==> src/hdl/xfec_pkg.sv <==
// Shared types and constants for the XOR parity FEC encoder.
`timescale 1ns / 1ps
package xfec_pkg;

    localparam int MAX_GROUP     = 32;
    localparam int PAYLOAD_BYTES = 160;
    localparam int DEPTH         = MAX_GROUP * PAYLOAD_BYTES;
    localparam int ADDR_W        = $clog2(DEPTH);
    localparam int SEQ_W         = 32;
    localparam int BYTE_W        = 8;
    localparam int POS_W         = 8;
    localparam int GS_W          = 6;
    localparam int SLOT_W        = $clog2(MAX_GROUP);
    localparam int BIT_CNT_W     = $clog2(SEQ_W);

    localparam logic [GS_W-1:0]  GS_RESET = GS_W'(3);
    localparam logic [GS_W-1:0]  GS_MIN   = GS_W'(1);
    localparam logic [GS_W-1:0]  GS_MAX   = GS_W'(MAX_GROUP);
    localparam logic [POS_W-1:0] POS_LAST = POS_W'(PAYLOAD_BYTES - 1);

    typedef enum logic [2:0] {
        ST_CLEAR,
        ST_IDLE,
        ST_MOD,
        ST_WRITE,
        ST_READ,
        ST_DRAIN,
        ST_FINISH
    } t_state;

    typedef struct packed {
        logic clr_step;
        logic load;
        logic mod_step;
        logic wr_item;
        logic rd_step;
        logic out_load;
    } t_dp_cmd;

    typedef struct packed {
        logic clr_done;
        logic mod_done;
        logic closes;
        logic rd_last;
        logic out_free;
    } t_dp_sts;

endpackage

==> src/hdl/xfec_ctrl.sv <==
// Control state machine for the XOR parity FEC encoder.
`timescale 1ns / 1ps
module xfec_ctrl
    import xfec_pkg::*;
(
    input  logic    i_clk,
    input  logic    i_rst_n,
    input  logic    i_in_valid,
    input  t_dp_sts i_sts,
    output logic    o_in_stall,
    output t_dp_cmd o_cmd
);

    t_state r_state;
    t_state n_state;

    always_ff @(posedge i_clk) begin
        if (!i_rst_n) begin
            r_state <= ST_CLEAR;
        end else begin
            r_state <= n_state;
        end
    end

    always_comb begin
        n_state = r_state;
        case (r_state)
            ST_CLEAR: begin
                if (i_sts.clr_done) n_state = ST_IDLE;
            end
            ST_IDLE: begin
                if (i_in_valid) n_state = ST_MOD;
            end
            ST_MOD: begin
                if (i_sts.mod_done) n_state = ST_WRITE;
            end
            ST_WRITE: begin
                n_state = i_sts.closes ? ST_READ : ST_FINISH;
            end
            ST_READ: begin
                if (i_sts.rd_last) n_state = ST_DRAIN;
            end
            ST_DRAIN: begin
                n_state = ST_FINISH;
            end
            ST_FINISH: begin
                if (i_sts.out_free) n_state = ST_IDLE;
            end
            default: begin
                n_state = ST_CLEAR;
            end
        endcase
    end

    always_comb begin
        o_cmd      = '0;
        o_in_stall = 1'b1;
        case (r_state)
            ST_CLEAR: begin
                o_cmd.clr_step = 1'b1;
            end
            ST_IDLE: begin
                o_in_stall = 1'b0;
                o_cmd.load = i_in_valid;
            end
            ST_MOD: begin
                o_cmd.mod_step = 1'b1;
            end
            ST_WRITE: begin
                o_cmd.wr_item = 1'b1;
            end
            ST_READ: begin
                o_cmd.rd_step = 1'b1;
            end
            ST_DRAIN: begin
                o_cmd = '0;
            end
            ST_FINISH: begin
                o_cmd.out_load = i_sts.out_free;
            end
            default: begin
                o_cmd = '0;
            end
        endcase
    end

endmodule

==> config.mk <==
export PLATFORM = sky130hd
export DESIGN_NAME = xfec_ctrl
export DESIGN_NICKNAME = d
export VERILOG_FILES = /design/src/hdl/xfec_pkg.sv /design/src/hdl/xfec_ctrl.sv
export SDC_FILE = /design/constraint.sdc
export NUM_CORES = 1
export LEC_CHECK = 0
export BUFFER_PORTS_ARGS = -buffer_cell sky130_fd_sc_hd__clkbuf_2
export CAP_MARGIN = 10
export CORE_AREA = 2 2 39 41
export DETAILED_ROUTE_END_ITERATION = 10
export DIE_AREA = 0 0 41 43
export PLACE_DENSITY_LB_ADDON = 0.15
export SLEW_MARGIN = 20
export SYNTH_ARGS = -nofsm -noshare
export SYNTH_HDL_FRONTEND = slang
export SYNTH_SLANG_ARGS = --single-unit
==> constraint.sdc <==
create_clock -name i_clk -period 1.9 [get_ports i_clk]
set_clock_uncertainty 0.15 [all_clocks]
set_input_delay 0.38 -clock i_clk [delete_from_list [all_inputs] [get_ports i_clk]]
set_output_delay 0.38 -clock i_clk [all_outputs]
set_load 0.01 [all_outputs]
==> flow_metrics.tcl <==
set metrics [dict create \
    power-per-cell-area_nw_per_um2 787 \
    fp.dieH_um 43 \
    crit_arrival_ps 1260 \
    numPortBuffers 14 \
    die_w_um 41 \
    criticalPathCategory "reg -> out" \
    ios 15 \
    drc 0 \
    synth_cells 24 \
    antenna_cells 0 \
    setup_ws_ps 106 \
    first_iter_violations 2 \
    p_switching_uw 71.3 \
    final-setup-viol-count 0 \
    async_flop_share_pct 0 \
    synth_area_leaders "dfxtp_1 26%, buf_6 15%, nor3b_1 6.5%" \
    top_regs "r_state: 3 flops" \
    r2r_cells 2 \
    finalMaxSlewViolations 0 \
    yosysUniqueCellTypes 18 \
    top_register "r_state" \
    fp.coreArea_um2 1380 \
    cp_max_fo 11 \
    area_growth_pct 38.9 \
    rsz0062_at_grt "false" \
    crit_required_ps 1370 \
    crit_path_cell_trace "or3b_1 -> nor2_2 -> clkbuf_2" \
    place_ws_ps 335 \
    timing.rr.start "r_state[2]" \
    cts_resized 0 \
    grt_max_degree 12 \
    numCtsBuffers 3 \
    firstDrtPassIters 4 \
    pwr-share-comb_pct 25.1 \
    seqPwrFrac_pct 30.5 \
    grt_pass1_wl_um 924 \
    r2r_setup_slack_ps 470 \
    post-synth-top-area-cell "dfxtp_1" \
    grt_use_total_pct 8.63 \
    drive_above_1_share_pct 57.5 \
    nets 49 \
    synth_ff_type "dfxtp_1" \
    syn-num-nets 32 \
    synth-warning-count 0 \
    fin_crit_ps 1790 \
    crit_buf_inv 1 \
    critPathTopFamily "simple AND/OR/NAND/NOR gates" \
    start_kind "register" \
    drv_cap 0 \
    gp_congestion 0.721 \
    internal_power_uw 182 \
    vias_per_cell 4.30 \
    p_clk_share_pct 44.4 \
    post_cts_buffers 0 \
    r2r-end "r_state[0]" \
    max_freq_mhz 557 \
    first_global_vias 244 \
    finalWirelength_um 545 \
    swShare_pct 28.2 \
    die_area_um2 1760 \
    wl_per_cell_um 9.73 \
    ys_seq_area_share_pct 25.9 \
    synth_common_cells "3 x buf_6, 3 x dfxtp_1, 2 x a21oi_1, 2 x nor3b_1" \
    cts_sinks 3 \
    insertion_delay_ps 230 \
    root_buffer "clkbuf_4" \
    cts_tree "done" \
    holdPathEnd "r_state[0]" \
    cts_hold_buf 0 \
    cpPeakStageDelay_ps 420 \
    largest_register_ffs 3 \
    vias 241 \
    tightest_slew_ps 346 \
    grt-ovfl-total 0 \
    start_util_pct 16.7 \
    n_fill_cell 164 \
    drtAntennaViolNets 0 \
    post-route-period-util_pct 94.4 \
    cts_max_level 1 \
    cts_buffer_depth 2 \
    hold_class "in -> reg" \
    finalSetupTns_ps 0 \
    grt_antenna_before_repair 0 \
    syn_avg_cell_area_um2 9.64 \
    clkSlewWorstSetupHoldPaths_ps 40 \
    crit_slowest_cell "or3b_1" \
    hold_path_depth 2 \
    status "finished clean" \
    rows 14 \
    syn_area_um2 231 \
    post-route-util_pct 23.2 \
    hp-start "i_rst_n" \
    yosysTopAreaCellShare_pct 25.9 \
    relSlewSlack_pct 76.9 \
    p_leak_uw 0.000152 \
    synth-seq-cells 3 \
    cp-end-kind "output port" \
    ir_drop_v 0.000254 \
    synth_edf_count 0 \
    final-hold-violation-count 0 \
]
-- final cells by class --
cell class	instances	area (um^2)	share of cell area (%)
multi-input cells	17	134	41.6
well taps	16	20.0	6.23
flip-flops and latches	3	60.1	18.7
repair buffers	15	77.6	24.1
clock buffers	4	26.3	8.17
inverters	1	3.75	1.17
-- power by group through the flow --
stage                     clock [uW]  combinational [uW]  sequential [uW]
after floorplan                    0                52.9             72.8
after CTS                        116                65.2             77.5
after global routing             122                72.0             78.3
after global placement             0                64.6             78.8
after detailed placement           0                64.8             78.3
final                            112                63.6             77.1
-- cell families (layout without fill, tap and decap cells) --
group | count (synthesis) | in the layout | share of synthesized area (%)
AO/OA/AOI/OAI | 7 | 7 | 21.6
multiplexers | 2 | 2 | 9.19
AND/OR/NAND/NOR | 8 | 8 | 27.0
buffers and inverters | 4 | 20 | 16.2
flip-flops | 3 | 3 | 25.9
-- through the flow --
stage	instances	cell area [um^2]	power, uW	hold slack, ps
finish	56	322	253	241
global route	56	322	273	243
CTS	56	322	259	238
detailed placement	52	295	143	483
global placement	52	295	143	489
floorplan	24	231	126	358
-- worst reg2reg max path, cell delays in order, from the launching register on --
cell and delay [ps]:
dfxtp_1 510, mux2_2 380, o311a_1 280
-- cells in the final DEF, fill, tap and decap left out --
| cell | netlist | final |
|---|---|---|
| buf_4 | 0 | 1 |
| or3b_1 | 1 | 1 |
| inv_1 | 1 | 1 |
| nor2_2 | 1 | 1 |
| nor3_1 | 1 | 1 |
| and3b_2 | 1 | 1 |
| clkbuf_1 | 0 | 1 |
| mux2_2 | 1 | 1 |
| clkbuf_2 | 0 | 14 |
| clkbuf_4 | 0 | 3 |
| mux2i_1 | 1 | 1 |
| o221a_2 | 1 | 1 |
| o22ai_1 | 1 | 1 |
| o21ai_0 | 1 | 1 |
| o21a_1 | 1 | 1 |
| dfxtp_1 | 3 | 3 |
| a21oi_1 | 2 | 2 |
| nor3b_1 | 2 | 2 |
| nor2b_1 | 1 | 1 |
| o311a_1 | 1 | 1 |
| and4b_2 | 1 | 1 |
-- worst max-delay path by stage --
stage                     startpoint  endpoint  depth (start not counted)
after floorplan           r_state[0]  o_cmd[4]                          3
final                     r_state[2]  o_cmd[4]                          3
after global placement    r_state[2]  o_cmd[4]                          3
after CTS                 r_state[2]  o_cmd[4]                          3
after detailed placement  r_state[2]  o_cmd[4]                          3
after global routing      r_state[2]  o_cmd[4]                          3
-- routing by layer --
layer	global-route usage (%)	up-vias	wire length, um
li1	-	120	-
met2	11.3	9	295
met5	0	-	0
met4	12.0	0	17
met3	3.14	2	31
met1	8.36	110	201
Power figures use the tool's default switching activity.
